## src/fhas_pkg.sv

```systemverilog
// shared constants, tap table and control type for the hilbert analytic signal block
package fhas_pkg;

    localparam int FIR_LENGTH       = 31;
    localparam int HALF             = FIR_LENGTH / 2;
    localparam int NTAP             = (HALF + 1) / 2;
    localparam int FILL_W           = $clog2(HALF + 1);
    localparam int SAMPLE_WIDTH_DEF = 16;
    localparam int TAP_W            = 15;
    localparam int TAP_SUM_W        = TAP_W + $clog2(NTAP);
    localparam int ROUND_SHIFT      = 15;

    // unsigned q0.15 magnitudes of the windowed 2/(pi*k) taps for odd lags k = 1, 3, 5, ...
    localparam logic [TAP_W-1:0] TAP_MAG [NTAP] = '{
        15'd20489, 15'd5905, 15'd2628, 15'd1174,
        15'd465,   15'd146,  15'd27,   15'd0
    };

    typedef struct packed {
        logic push;
        logic zero;
        logic clear;
    } t_dl_ctrl;

endpackage

```

## src/fhas_delay_line.sv

```systemverilog
// sample history shift line with the antisymmetric tap pair differences
module fhas_delay_line import fhas_pkg::*; #(
    parameter int SAMPLE_WIDTH = SAMPLE_WIDTH_DEF
) (
    input  logic                           i_clk,
    input  logic                           i_rst_n,
    input  t_dl_ctrl                       i_ctrl,
    input  logic signed [SAMPLE_WIDTH-1:0] i_sample,
    output logic signed [SAMPLE_WIDTH-1:0] o_center,
    output logic signed [SAMPLE_WIDTH:0]   o_diff [NTAP]
);

    logic signed [SAMPLE_WIDTH-1:0] r_hist [FIR_LENGTH];

    always_ff @(posedge i_clk) begin
        if (!i_rst_n || i_ctrl.clear) begin
            for (int i = 0; i < FIR_LENGTH; i++) begin
                r_hist[i] <= '0;
            end
        end else if (i_ctrl.push) begin
            for (int i = FIR_LENGTH - 1; i > 0; i--) begin
                r_hist[i] <= r_hist[i-1];
            end
            r_hist[0] <= i_ctrl.zero ? '0 : i_sample;
        end
    end

    assign o_center = r_hist[HALF];

    always_comb begin
        for (int i = 0; i < NTAP; i++) begin
            o_diff[i] = (SAMPLE_WIDTH + 1)'(r_hist[HALF + 2 * i + 1])
                      - (SAMPLE_WIDTH + 1)'(r_hist[HALF - 2 * i - 1]);
        end
    end

endmodule

```

## src/fhas_da_mac.sv

```systemverilog
// bit-serial distributed arithmetic accumulator over the tap differences, msb first
module fhas_da_mac import fhas_pkg::*; #(
    parameter int SAMPLE_WIDTH = SAMPLE_WIDTH_DEF,
    parameter int ACC_W        = SAMPLE_WIDTH + TAP_SUM_W + 2
) (
    input  logic                     i_clk,
    input  logic                     i_rst_n,
    input  logic                     i_start,
    input  logic signed [SAMPLE_WIDTH:0] i_diff [NTAP],
    output logic                     o_done,
    output logic signed [ACC_W-1:0]  o_acc
);

    localparam int DW    = SAMPLE_WIDTH + 1;
    localparam int CNT_W = $clog2(DW);

    logic        [DW-1:0]        r_sh [NTAP];
    logic signed [ACC_W-1:0]     r_acc;
    logic        [CNT_W-1:0]     r_cnt;
    logic                        r_busy;
    logic                        r_first;
    logic                        r_done;
    logic        [TAP_SUM_W-1:0] s_sum;
    logic signed [ACC_W-1:0]     s_term;
    logic signed [ACC_W-1:0]     n_acc;

    // sum of the taps whose difference has a one in the current bit
    always_comb begin
        s_sum = '0;
        for (int i = 0; i < NTAP; i++) begin
            if (r_sh[i][DW-1]) begin
                s_sum = s_sum + TAP_SUM_W'(TAP_MAG[i]);
            end
        end
        s_term = $signed({{(ACC_W - TAP_SUM_W){1'b0}}, s_sum});
        n_acc  = r_first ? -s_term : (r_acc <<< 1) + s_term;
    end

    always_ff @(posedge i_clk) begin
        if (!i_rst_n) begin
            r_busy  <= 1'b0;
            r_done  <= 1'b0;
            r_first <= 1'b0;
        end else begin
            r_done <= 1'b0;
            if (i_start) begin
                for (int i = 0; i < NTAP; i++) begin
                    r_sh[i] <= i_diff[i];
                end
                r_cnt   <= CNT_W'(DW - 1);
                r_busy  <= 1'b1;
                r_first <= 1'b1;
            end else if (r_busy) begin
                for (int i = 0; i < NTAP; i++) begin
                    r_sh[i] <= {r_sh[i][DW-2:0], 1'b0};
                end
                r_acc   <= n_acc;
                r_first <= 1'b0;
                r_cnt   <= r_cnt - 1'b1;
                if (r_cnt == '0) begin
                    r_busy <= 1'b0;
                    r_done <= 1'b1;
                end
            end
        end
    end

    assign o_done = r_done;
    assign o_acc  = r_acc;

endmodule

```

## src/fir_hilbert_analytic_signal.sv

```systemverilog
// top level of the streaming fir hilbert transformer giving the analytic signal
//
// Each input item is one signed sample with tlast marking the final sample of a
// signal. Once half the filter length of samples has been seen, every item gives
// one result: the sample delayed by half the length as the real part and the
// Blackman-windowed Hilbert filter output, rounded and saturated, as the
// imaginary part. An item with tlast flushes the pending results with zero
// padding, ends the run with tlast on the output, and clears the history, so a
// signal of n items yields n results. The filter output comes from a bit-serial
// accumulator that takes one bit of every tap difference per cycle. An item
// that gives a result holds the input not ready until its result is registered,
// an item during the start of a signal is taken at once, and a final item holds
// the input not ready until every flushed result is registered. A finished
// result waits in the output register while the next item is accepted.
module fir_hilbert_analytic_signal import fhas_pkg::*; #(
    parameter int SAMPLE_WIDTH = SAMPLE_WIDTH_DEF,
    parameter int IN_W         = 8 * ((SAMPLE_WIDTH + 7) / 8),
    parameter int OUT_W        = 8 * ((2 * SAMPLE_WIDTH + 7) / 8)
) (
    input  logic             i_clk,
    input  logic             i_rst_n,
    input  logic             s_axis_tvalid,
    output logic             s_axis_tready,
    input  logic [IN_W-1:0]  s_axis_tdata,   // sample
    input  logic             s_axis_tlast,
    output logic             m_axis_tvalid,
    input  logic             m_axis_tready,
    output logic [OUT_W-1:0] m_axis_tdata,   // real_part, imag_part
    output logic             m_axis_tlast
);

    localparam int ACC_W = SAMPLE_WIDTH + TAP_SUM_W + 2;
    localparam logic signed [ACC_W-1:0] RND    = ACC_W'(1) <<< (ROUND_SHIFT - 1);
    localparam logic signed [ACC_W-1:0] SAT_HI = ACC_W'((1 << (SAMPLE_WIDTH - 1)) - 1);
    localparam logic signed [ACC_W-1:0] SAT_LO = -SAT_HI - ACC_W'(1);

    typedef enum logic [2:0] {
        S_IDLE,
        S_PUSH0,
        S_LOAD,
        S_CALC,
        S_DONE
    } t_state;

    t_state                          r_state;
    logic [FILL_W-1:0]               r_fill;
    logic [FILL_W-1:0]               r_left;
    logic                            r_flush;
    logic                            r_end;
    logic                            r_m_tvalid;
    logic                            r_m_tlast;
    logic signed [SAMPLE_WIDTH-1:0]  r_real;
    logic signed [SAMPLE_WIDTH-1:0]  r_imag;

    t_dl_ctrl                        s_dl_ctrl;
    logic                            s_in_acc;
    logic                            s_slot_free;
    logic                            s_finish;
    logic signed [SAMPLE_WIDTH-1:0]  s_center;
    logic signed [SAMPLE_WIDTH:0]    s_diff [NTAP];
    logic                            s_mac_done;
    logic signed [ACC_W-1:0]         s_acc;
    logic signed [ACC_W-1:0]         s_rounded;
    logic signed [ACC_W-1:0]         s_scaled;
    logic signed [SAMPLE_WIDTH-1:0]  s_imag;

    assign s_axis_tready = (r_state == S_IDLE);
    assign s_in_acc      = s_axis_tvalid && s_axis_tready;
    assign s_slot_free   = !r_m_tvalid || m_axis_tready;
    assign s_finish      = (r_state == S_DONE) && s_slot_free && r_flush && (r_left == '0);

    assign s_dl_ctrl.push  = s_in_acc || (r_state == S_PUSH0);
    assign s_dl_ctrl.zero  = (r_state == S_PUSH0);
    assign s_dl_ctrl.clear = s_finish;

    fhas_delay_line #(
        .SAMPLE_WIDTH(SAMPLE_WIDTH)
    ) u_delay_line (
        .i_clk    (i_clk),
        .i_rst_n  (i_rst_n),
        .i_ctrl   (s_dl_ctrl),
        .i_sample (s_axis_tdata[SAMPLE_WIDTH-1:0]),
        .o_center (s_center),
        .o_diff   (s_diff)
    );

    fhas_da_mac #(
        .SAMPLE_WIDTH(SAMPLE_WIDTH),
        .ACC_W       (ACC_W)
    ) u_da_mac (
        .i_clk   (i_clk),
        .i_rst_n (i_rst_n),
        .i_start (r_state == S_LOAD),
        .i_diff  (s_diff),
        .o_done  (s_mac_done),
        .o_acc   (s_acc)
    );

    // round half up at q15 then saturate
    always_comb begin
        s_rounded = s_acc + RND;
        s_scaled  = s_rounded >>> ROUND_SHIFT;
        if (s_scaled > SAT_HI) begin
            s_imag = SAT_HI[SAMPLE_WIDTH-1:0];
        end else if (s_scaled < SAT_LO) begin
            s_imag = SAT_LO[SAMPLE_WIDTH-1:0];
        end else begin
            s_imag = s_scaled[SAMPLE_WIDTH-1:0];
        end
    end

    always_ff @(posedge i_clk) begin
        if (!i_rst_n) begin
            r_state    <= S_IDLE;
            r_fill     <= '0;
            r_left     <= '0;
            r_flush    <= 1'b0;
            r_end      <= 1'b0;
            r_m_tvalid <= 1'b0;
        end else begin
            if (m_axis_tready && r_state != S_DONE) begin
                r_m_tvalid <= 1'b0;
            end
            case (r_state)
                S_IDLE: begin
                    if (s_in_acc) begin
                        if (r_fill == FILL_W'(HALF)) begin
                            r_end   <= 1'b0;
                            r_flush <= s_axis_tlast;
                            r_left  <= FILL_W'(HALF);
                            r_state <= S_LOAD;
                        end else begin
                            r_fill <= r_fill + 1'b1;
                            if (s_axis_tlast) begin
                                r_flush <= 1'b1;
                                r_left  <= r_fill + 1'b1;
                                r_state <= S_PUSH0;
                            end
                        end
                    end
                end
                S_PUSH0: begin
                    r_left  <= r_left - 1'b1;
                    r_end   <= (r_left == FILL_W'(1));
                    r_state <= S_LOAD;
                end
                S_LOAD: begin
                    r_state <= S_CALC;
                end
                S_CALC: begin
                    if (s_mac_done) begin
                        r_state <= S_DONE;
                    end
                end
                S_DONE: begin
                    if (s_slot_free) begin
                        r_m_tvalid <= 1'b1;
                        r_m_tlast  <= r_end;
                        r_real     <= s_center;
                        r_imag     <= s_imag;
                        if (r_flush && r_left != '0) begin
                            r_state <= S_PUSH0;
                        end else begin
                            if (r_flush) begin
                                r_fill  <= '0;
                                r_flush <= 1'b0;
                            end
                            r_state <= S_IDLE;
                        end
                    end
                end
                default: begin
                    r_state <= S_IDLE;
                end
            endcase
        end
    end

    assign m_axis_tvalid = r_m_tvalid;
    assign m_axis_tlast  = r_m_tlast;
    assign m_axis_tdata  = OUT_W'({r_imag, r_real});

endmodule

```

## config.mk

```make
export PLATFORM = sky130hd
export DESIGN_NAME = fir_hilbert_analytic_signal
export DESIGN_NICKNAME = d
export VERILOG_FILES = /design/src/fhas_pkg.sv /design/src/fhas_delay_line.sv /design/src/fhas_da_mac.sv /design/src/fir_hilbert_analytic_signal.sv
export SDC_FILE = /design/constraint.sdc
export NUM_CORES = 1
export LEC_CHECK = 0
export BUFFER_PORTS_ARGS = -buffer_cell sky130_fd_sc_hd__clkbuf_2
export CAP_MARGIN = 10
export CORE_MARGIN = 2
export CORE_UTILIZATION = 60
export DETAILED_ROUTE_END_ITERATION = 10
export HOLD_SLACK_MARGIN = 0.12
export PLACE_DENSITY = 0.77
export SYNTH_ARGS = -nofsm -noshare
export SYNTH_HDL_FRONTEND = slang
export SYNTH_SLANG_ARGS = --single-unit
```

## constraint.sdc

```tcl
create_clock -name i_clk -period 16.2 [get_ports i_clk]
set_input_delay 0.81 -clock i_clk [delete_from_list [all_inputs] [get_ports i_clk]]
set_output_delay 0.81 -clock i_clk [all_outputs]
set_load 0.005 [all_outputs]
```

### Word-level counts from Yosys, hierarchy flattened

Memories as Yosys holds them, arrays and structs flattened.
Index checks and enable logic that the tools add are counted.

* register bits: 91
* logic and storage cells: 219
* bits of input ports: 21
* memories: 2
* output and inout bits: 35
* RAM bits: 632

* magnitude comparators: 2
* equal/unequal tests: 15
* add/sub/neg operators: 20
* bitwise operators: 42
* multiplexer cells: 97
* reductions and logical operators: 27

Memories
* u_delay_line.r_hist: words 31, bits a word 16, rd ports 31, clocked after Yosys merged registers in 0, wr ports 31, RTL line fhas_delay_line.sv:13 `logic signed [SAMPLE_WIDTH-1:0] r_hist [FIR_LENGTH];`
* u_da_mac.r_sh: words 8, bits a word 17, rd ports 8, clocked after Yosys merged registers in 0, wr ports 8, RTL line fhas_da_mac.sv:17 `logic [DW-1:0] r_sh [NTAP];`

Operators with widths (number)
* 2-to-1 mux 16 bit: 33
* 2-to-1 mux 17 bit: 8
* subtractor 16 x 16 -> 17 bit: 8
* 2-to-1 mux 18 bit: 6
* OR 1 bit: 39
* adder 36 x 16 -> 36 bit (second input constant): 1
* adder 36 x 19 -> 36 bit: 1
* 2-to-1 mux 36 bit: 1
* negation 18 -> 36 bit: 1
* 2-to-1 mux 4 bit: 8
* 2-to-1 mux 1 bit: 29
* greater-than comparator 21 x 16 -> 1 bit (second input constant): 1
* less-than comparator 21 x 16 -> 1 bit (second input constant): 1
* adder 18 x 11 -> 18 bit (second input constant): 1
* adder 18 x 12 -> 18 bit (second input constant): 1
* adder 18 x 5 -> 18 bit (second input constant): 1
* adder 18 x 8 -> 18 bit (second input constant): 1
* adder 18 x 9 -> 18 bit (second input constant): 1
* adder 15 x 13 -> 16 bit (second input constant): 1
* case mux 4 bit (2 select lines): 2
* 2-to-1 mux 15 bit: 1
* 2-to-1 mux 3 bit: 5
* case mux 3 bit (5 select lines): 1
* AND reduction 3 bit: 4
* 28 further kinds: 47

### Logic depth before layout (Yosys ltp)

Gate-level depths: netlist of run 1.
An unclocked memory read counts as a cell.

* word-level depth: 16
* gate-level depth with buffers: 30
* mapped depth without buffers: 28

### Hierarchy

Synthesis of run 1 repeated with hierarchy kept, for this count alone.

* cell total of the unflattened synthesis: 3157
* area, all modules: 36905.4 µm²

By module, submodules not included
* fhas_delay_line: cells each 2088, instances 1, seq. area each 14894.3 µm², area an instance 24847.6 µm²
* fhas_da_mac: cells each 816, instances 1, seq. area each 4814.6 µm², area an instance 9551.7 µm²
* fir_hilbert_analytic_signal: cells each 253, instances 1, seq. area each 1271.2 µm², area an instance 2506.2 µm²

### Worst setup path before layout of run 1

Ideal clock, no wire load.

* path type: register to register
* start: reg r_state[2]
* end: mem u_delay_line.r_hist[0][0] in the netlist's numbering, enable pin
* setup slack: 2.377 ns
* setup time: 0.913 ns
* required time: 15.287 ns
* arrival time: 12.910 ns
* stages on the path, launching flop included: 7
* clock period less this slack: 13.823 ns
* path buffers: 1
* cell sequence: dfxtp_1 -> inv_1 -> nor3_1 -> nand2_1 -> o31ai_1 -> clkbuf_1 -> nand2b_1

RTL lines
* start: declaration: RTL line fir_hilbert_analytic_signal.sv:45 `t_state r_state;`
* start signal: assignment: RTL line fir_hilbert_analytic_signal.sv:114 `r_state <= S_IDLE;`
* start signal: assignment: RTL line fir_hilbert_analytic_signal.sv:131 `r_state <= S_LOAD;`
* start signal: assignment: RTL line fir_hilbert_analytic_signal.sv:137 `r_state <= S_PUSH0;`
* end: declaration: RTL line fhas_delay_line.sv:13

==> metrics.cfg, run 1 <==
[status]
status = finished, final reports clean

[pwr]
peakVddDrop_mv = 0.06846
p_int_mw = 3.207
seq_power_share = 0.492
p_leak_nw = 14.09
total_power_mw = 4.325
pwr_density_cell_nw_per_um2 = 117.6
combPwrFrac = 0.150
sw_frac_of_total = 0.2583
p_sw_mw = 1.117
power_frac_clock = 0.358

[worst_setup_path]
crit_path_start_kind = flop
cp.arrival_ns = 7.37
cp_max_fo = 16
path_class = reg2reg
end_kind = flop
cp.required_ns = 16.53

[cts]
clk_pin_slew_worst_paths_ns = 0.06
cts_tree = done
clock_path_buffers = 3
cts_hold_buf = 0
htree_levels = 3
cts_inserted_buffers = 70
worst_skew_pair.late_latency_ns = 0.61
cts.repair.resized = 0
postCtsSetupRepairBufs = 0
cts_root_buffer = clkbuf_16
numClockSinks = 674

[drt]
wl_met3_mm = 3.333
wl_met2_mm = 31.94
dr.max_layer_used = met4
vias = 21530
drc = 0
drt_iter0_markers = 1736
wl_mm = 68.01
wire_per_inst_um = 18.52
antenna_left = 0
vias_per_cell = 5.865
met1_length_mm = 31.50
firstDrtPassIters = 5

[timing]
finalMaxSlewViolations = 0
holdWs_ns = 0.4432
final_hold_viol_count = 0
max-slew-margin-rel = 0.1950
setup_violations = 0
rsz0062_at_grt = no
period_needed_ns = 7.032
fmax_mhz = 142.2
setup_tns_ns = 0
tightest_slew_ns = 1.207
skew_ns = 0.03345
setup_slack_ns = 9.168
period_share = 0.4340

[floorplanning]
dieArea_um2 = 57940
core_um2 = 55200
num_rows = 86
start_util = 0.6091
io_pins = 56
die_y_um = 240.7
die_x_um = 240.7

[min_path]
min_path_type = reg2reg

[logic_synthesis]
synth_enable_flop_cells = 652
synth-async-reset-ratio = 0
yosys_warnings = 0
ys_seq_elements = 674
synth_cells = 2844
synth-seq-area-share = 0.5954
synth.avg_cell_area_um2 = 11.82
synthFlopType = edfxtp_1
syn-cell-area_um2 = 33620
yosys.cell_types.count = 94

[placement]
placed_cell_area_um2 = 34570
numPlacedInstances = 3545
pre_cts_slack_ns = 9.253
gp_routability_congestion = 0.8622
dp_hpwl_mm = 42.43
port_buffers = 55

[final_layout]
drive_gt1_frac = 0.07834
regArea_um2 = 20020
final_cells = 3671
multi_input_area_um2 = 12360
n_fill_cell = 3964
design_area_um2 = 36760
area_growth_pct = 9.333
fin_nets = 3045
utilization = 0.6659
antenna_cells = 0

[global_route]
grt_max_degree = 187
grt.overflow.total = 0
grt_usage = 0.2383
grt_pass1_vias = 21380
grt_pass1_wl_mm = 110.2
antenna_found_initial = 1

[flow_run]
cap_violations = 0

==> placed cells by master, fill, tap and decap left out, types with 19 or more instances in the layout <==
cell,count
edfxtp_1,652
and2_1,358
inv_1,222
nand2_1,177
o21ai_0,166
ha_1,147
nor3_1,138
xnor2_1,107
nor2_1,103
a21oi_1,99
clkbuf_16,71
clkbuf_2,55
xor2_1,48
and3_1,42
nand3_1,38
o31ai_1,36
a21o_1,27
nor2b_1,24
dfxtp_1,22
or3_1,19
clkbuf_1,19
==> synth_stat cells (9+ instances only) <==
| cell type | number | area [um^2] |
|---|---|---|
| edfxtp_1 | 652 | 19580 |
| and2_1 | 358 | 2240 |
| inv_1 | 222 | 833.3 |
| nand2_1 | 178 | 668.1 |
| o21ai_0 | 166 | 830.8 |
| ha_1 | 147 | 1839 |
| nor3_1 | 139 | 695.7 |
| clkbuf_1 | 111 | 416.7 |
| xnor2_1 | 107 | 937.2 |
| nor2_1 | 105 | 394.1 |
| a21oi_1 | 99 | 495.5 |
| xor2_1 | 48 | 420.4 |
| and3_1 | 42 | 262.8 |
| nand3_1 | 38 | 190.2 |
| o31ai_1 | 37 | 277.8 |
| a21o_1 | 27 | 202.7 |
| nor2b_1 | 24 | 150.1 |
| dfxtp_1 | 22 | 440.4 |
| nand2b_1 | 19 | 118.9 |
| or3_1 | 19 | 118.9 |
| a311oi_1 | 15 | 131.4 |
| o21bai_1 | 15 | 112.6 |
| o21a_1 | 14 | 105.1 |
| o21ai_1 | 12 | 60.06 |
| a211oi_1 | 11 | 82.58 |
| a21oi_2 | 11 | 96.34 |
| nor4_1 | 11 | 68.82 |
| a21boi_0 | 10 | 75.07 |
| a31oi_1 | 10 | 62.56 |
| or2_2 | 10 | 62.56 |
| a211o_1 | 9 | 78.83 |
==> registers in the layout, summed over array words and instances (netlist names) <==
| signal | cells |
|---|---|
| u_da_mac.r_busy | 1 |
| u_da_mac.o_acc | 36 |
| r_left | 4 |
| r_state | 3 |
| u_da_mac.r_cnt | 5 |
| u_da_mac.r_first | 1 |
| r_end | 1 |
| m_axis_tlast | 1 |
| r_imag | 16 |
| m_axis_tvalid | 1 |
| u_delay_line.r_hist | 464 |
| r_real | 16 |
| u_da_mac.o_done | 1 |
| r_fill | 4 |
| r_flush | 1 |
| u_da_mac.r_sh | 119 |
==> path summary, 6_finish.rpt <==
kind,end,slack (ns),cells after the start,startpoint
max,u_da_mac.o_acc[35]$_DFFE_PP_,9.17,26,u_da_mac.r_sh[0][33]$_DFFE_PP_
min reg2reg,r_real[11]$_DFFE_PP_,0.44,0,u_delay_line.r_hist[7][27]$_SDFFCE_PN0P_
min,r_real[11]$_DFFE_PP_,0.44,0,u_delay_line.r_hist[7][27]$_SDFFCE_PN0P_
max reg2reg,u_da_mac.o_acc[35]$_DFFE_PP_,9.17,26,u_da_mac.r_sh[0][33]$_DFFE_PP_
==> cell families after synthesis <==
| family | share of synthesized area |
|---|---|
| AO/OA/AOI/OAI | 0.1045 |
| XOR/XNOR | 0.04287 |
| adder cells (fa/ha/maj) | 0.05977 |
| buffers and inverters | 0.03908 |
| flip-flops | 0.5954 |
| multiplexers | 0.002493 |
| other | 0.0001115 |
| AND/OR/NAND/NOR | 0.1558 |
==> metal layers <==
metal | global-route usage | up-vias
li1 | - | 10260
met1 | 0.3437 | 10610
met2 | 0.3823 | 556
met3 | 0.03145 | 105
met4 | 0.06813 | 0
met5 | 0 | -
==> area by class of cell <==
class	instances	share of cell area
clock buffers	95	0.05215
inverters	225	0.02298
well taps	748	0.02546
repair buffers	71	0.01110
clock inverters	31	0.007454
flip-flops and latches	674	0.5446
multi-input cells	1827	0.3363
==> power by group through the flow <==
stage / registers (mW) / logic [mW] / clock network, mW
2_1_floorplan: 2.18 / 0.496 / 0
3_3_place_gp: 2.16 / 0.603 / 0
3_5_place_dp: 2.16 / 0.637 / 0
4_1_cts: 2.13 / 0.645 / 1.57
5_1_grt: 2.14 / 0.728 / 1.64
6_report: 2.13 / 0.649 / 1.55
==> worst max-delay path, cell delays in order (launching register included) <==
cell and delay (ns):
edfxtp_1 0.70, ha_1 0.38, inv_1 0.10, ha_1 0.35, nand2_1 0.08, and3_1 0.26, nor2_1 0.18, inv_1 0.07
ha_1 0.25, nand2_1 0.09, xor3_1 0.29, or2_2 0.35, o21ai_0 0.38, xnor2_1 0.22, inv_1 0.11, ha_1 0.34
inv_1 0.07, o21bai_1 0.08, a2111oi_0 0.74, nor3_1 0.15, o31a_1 0.32, o31ai_1 0.35, a211o_1 0.33, nor2_1 0.10
and3_1 0.20, xnor2_1 0.18, a21oi_2 0.08
Power figures use the tool's default switching activity.
==> run 2: changes to the inputs <==
--- a/config.mk
+++ b/config.mk
@@ -8,10 +8,10 @@
 export BUFFER_PORTS_ARGS = -buffer_cell sky130_fd_sc_hd__clkbuf_2
 export CAP_MARGIN = 10
 export CORE_MARGIN = 2
-export CORE_UTILIZATION = 60
+export CORE_UTILIZATION = 57
 export DETAILED_ROUTE_END_ITERATION = 10
 export HOLD_SLACK_MARGIN = 0.12
-export PLACE_DENSITY = 0.77
+export PLACE_DENSITY = 0.76
 export SYNTH_ARGS = -nofsm -noshare
 export SYNTH_HDL_FRONTEND = slang
 export SYNTH_SLANG_ARGS = --single-unit
==> constraint.sdc (replaced) <==
create_clock -name i_clk -period 5.9 [get_ports i_clk]
set_input_delay 0.295 -clock i_clk [delete_from_list [all_inputs] [get_ports i_clk]]
set_output_delay 0.295 -clock i_clk [all_outputs]
set_load 0.005 [all_outputs]
==> run 2 against run 1 <==
Worst hold slack got worse by 0.22 ns. Clock power rose to 2.8 times the previous value. Sequential share of layout area fell by 1.3 points. Critical path depth did not move. Count of clock-buffer cells in the layout fell by 4. Routed wire length rose by 0.16%. Global-route usage fell by 1.6 points. Sequential cell count did not move. Die area rose by 5.2%. Power rose to 2.8 times the previous value. Register-to-register slack got worse by 9.0 ns. Non-clock buffer count rose by 64. Critical endpoint unchanged. Largest cell class unchanged.
==> metrics.cfg, run 2 (synthesized netlist as in run 1, its figures left out) <==
[timing]
fmax_mhz = 174.3  ; +23%
tightest_slew_ns = 1.196  ; -0.01138 ns
skew_ns = 0.02672  ; -0.006728 ns
period_share = 0.9723  ; +0.5383
setup_violations = 0  ; unchanged
max-slew-margin-rel = 0.2026  ; +0.007584
finalMaxSlewViolations = 0  ; unchanged
holdWs_ns = 0.2190  ; -0.2242 ns
rsz0062_at_grt = yes
period_needed_ns = 5.737  ; -1.295 ns
final_hold_viol_count = 0  ; unchanged
setup_slack_ns = 0.1634  ; -9.005 ns

[floorplanning]
start_util = 0.5729  ; -0.03617
die_y_um = 246.9  ; +2.6%
dieArea_um2 = 60940  ; +5.2%
io_pins = 56  ; unchanged
num_rows = 89  ; +3.5%
core_um2 = 58690  ; +6.3%
die_x_um = 246.9  ; +2.6%

[global_route]
grt_pass1_vias = 21790  ; +1.9%
grt_pass1_wl_mm = 109.9  ; -0.29%
antenna_found_initial = 0  ; -1
grt.overflow.total = 0  ; unchanged
grt_max_degree = 305  ; +63%
grt_usage = 0.2222  ; -0.01612

[final_layout]
area_growth_pct = 12.09
multi_input_area_um2 = 12660  ; +2.4%
antenna_cells = 0  ; unchanged
fin_nets = 3110  ; +2.1%
layout.cells.most_common = edfxtp_1
utilization = 0.6422  ; -0.02376
final_cell_mix = edfxtp_1 (652), and2_1 (358), inv_1 (217), nand2_1 (175), o21ai_0 (165)
regMostFlops = u_delay_line.r_hist
regArea_um2 = 20020  ; unchanged
n_fill_cell = 4324  ; +9.1%
drive_gt1_frac = 0.1047  ; +0.02637
largest_reg_flops = 464  ; unchanged

[pwr]
peakVddDrop_mv = 0.2083  ; +200%
combPwrFrac = 0.155  ; +0.005
p_int_mw = 8.883  ; +180%
p_leak_nw = 14.44  ; +2.5%
sw_frac_of_total = 0.2591  ; +0.0007406
power_frac_clock = 0.359  ; about the same
pwr_density_cell_nw_per_um2 = 318.1  ; +170%
seq_power_share = 0.487  ; -0.005
p_sw_mw = 3.106  ; +180%

[placement]
dp_hpwl_mm = 41.18  ; -3.0%
pre_cts_slack_ns = -0.03986  ; -9.293 ns
gp_routability_congestion = 0.8636  ; +0.16%
port_buffers = 55  ; unchanged

[cts]
cts_tree = done
clk_pin_slew_worst_paths_ns = 0.06  ; about the same
numClockSinks = 674  ; unchanged
clock_path_buffers = 3  ; unchanged
cts_inserted_buffers = 71  ; +1.4%
worst_skew_pair.late_latency_ns = 0.60  ; about the same
htree_levels = 3  ; unchanged
cts_root_buffer = clkbuf_16

[drt]
wire_per_inst_um = 18.11  ; -2.3%
firstDrtPassIters = 7  ; +2
drt_iter0_markers = 1904  ; +9.7%
vias = 21760  ; +1.1%
vias_per_cell = 5.785  ; -1.4%
drc = 0  ; unchanged
antenna_left = 0  ; unchanged
wl_mm = 68.11  ; +0.16%

[worst_setup_path]
cpPeakStageDelay_ns = 0.47  ; -0.27 ns
path_class = reg2reg
crit_path_start_kind = flop
crit_top_cell = ha_4
path_delay_family = compound AO/OA/AOI/OAI gates
crit_slowest_cell = edfxtp_1
critical_path.startpoint = u_da_mac.r_sh[0][33]$_DFFE_PP_
cp.required_ns = 6.22  ; -10.31 ns
cp_max_fo = 7  ; -9
cp.arrival_ns = 6.06  ; -1.31 ns
r2r_start = u_da_mac.r_sh[0][33]$_DFFE_PP_
cp_num_buf_inv = 3  ; -1
end_kind = flop

[min_path]
min_path_type = in2reg
hp-start = s_axis_tvalid

[flow_run]
cap_violations = 0  ; unchanged

[status]
status = finished, final reports clean

[run 2: cell count changes in the layout (fill, tap and decap cells not counted), moves of 4 or more]
cell / delta
buf_4: +42
clkbuf_16: +4
nor2_1: -5
inv_1: -5
ha_4: +7
clkbuf_8: -5
clkinv_1: +10
ha_1: -7
buf_12: +4
inv_2: +5
dlygate4sd3_1: +18
nor2_2: +4
[run 2: final timing paths]
check | depth (start not counted) | endpoint | slack (ns)
setup / recovery | 26 | u_da_mac.o_acc[35]$_DFFE_PP_ | 0.16
hold / removal | 4 | r_end$_SDFFE_PN0P_ | 0.22
setup reg to reg | 26 | u_da_mac.o_acc[35]$_DFFE_PP_ | 0.16
hold reg to reg | 0 | m_axis_tlast$_DFFE_PP_ | 0.45
[run 2: worst register-to-register path, delay by kind of cell (launching register included)]
family / cells / cell delay, ns
flip-flops: 1 / 0.47
XOR/XNOR: 2 / 0.31
buffers and inverters: 3 / 0.20
adder cells (fa/ha/maj): 4 / 0.98
AND/OR/NAND/NOR: 6 / 0.92
AO/OA/AOI/OAI: 11 / 2.62
[run 2: through the flow]
| stage | cells | TNS, ns | instance area, um^2 | power [mW] |
|---|---|---|---|---|
| after floorplan | 2845 | 0 | 33640 | 7.260 |
| after global placement | 3605 | 0 | 34920 | 7.590 |
| after detailed placement | 3605 | -0.03986 | 34920 | 7.700 |
| after CTS | 3751 | 0 | 37310 | 12.02 |
| after global routing | 3762 | -0.2831 | 37680 | 12.49 |
| final | 3762 | 0 | 37680 | 11.99 |
[run 2: area by class of cell]
cell class	instances	share of cell area
well taps	773	0.02566
inverters	225	0.02241
multi-input cells	1827	0.3360
flip-flops and latches	674	0.5312
clock inverters	37	0.007205
repair buffers	135	0.02610
clock buffers	91	0.05140
[run 2: power by group through the flow]
stage | Sequential (mW) | Clock, mW | Combinational (mW)
global placement | 5.92 | 0 | 1.67
detailed placement | 5.93 | 0 | 1.77
finish | 5.83 | 4.30 | 1.85
global route | 5.87 | 4.56 | 2.07
floorplan | 5.90 | 0 | 1.36
CTS | 5.83 | 4.38 | 1.80
[run 2: what timing repair did]
item,in CTS,in global routing
endpoints found under the setup margin,1,21
hold buffers,18,0
pin swaps,0,20
buffers inserted,0,11
gates resized for setup,2,52
hold endpoints to repair,18,0
[run 2: routing by layer]
metal	global-route usage	up-vias	wire length (um)
met2	0.3607	487	32550
met1	0.3071	10800	31010
met3	0.03364	89	3097
li1	-	10390	-
met5	0	-	0
met4	0.07530	0	1459
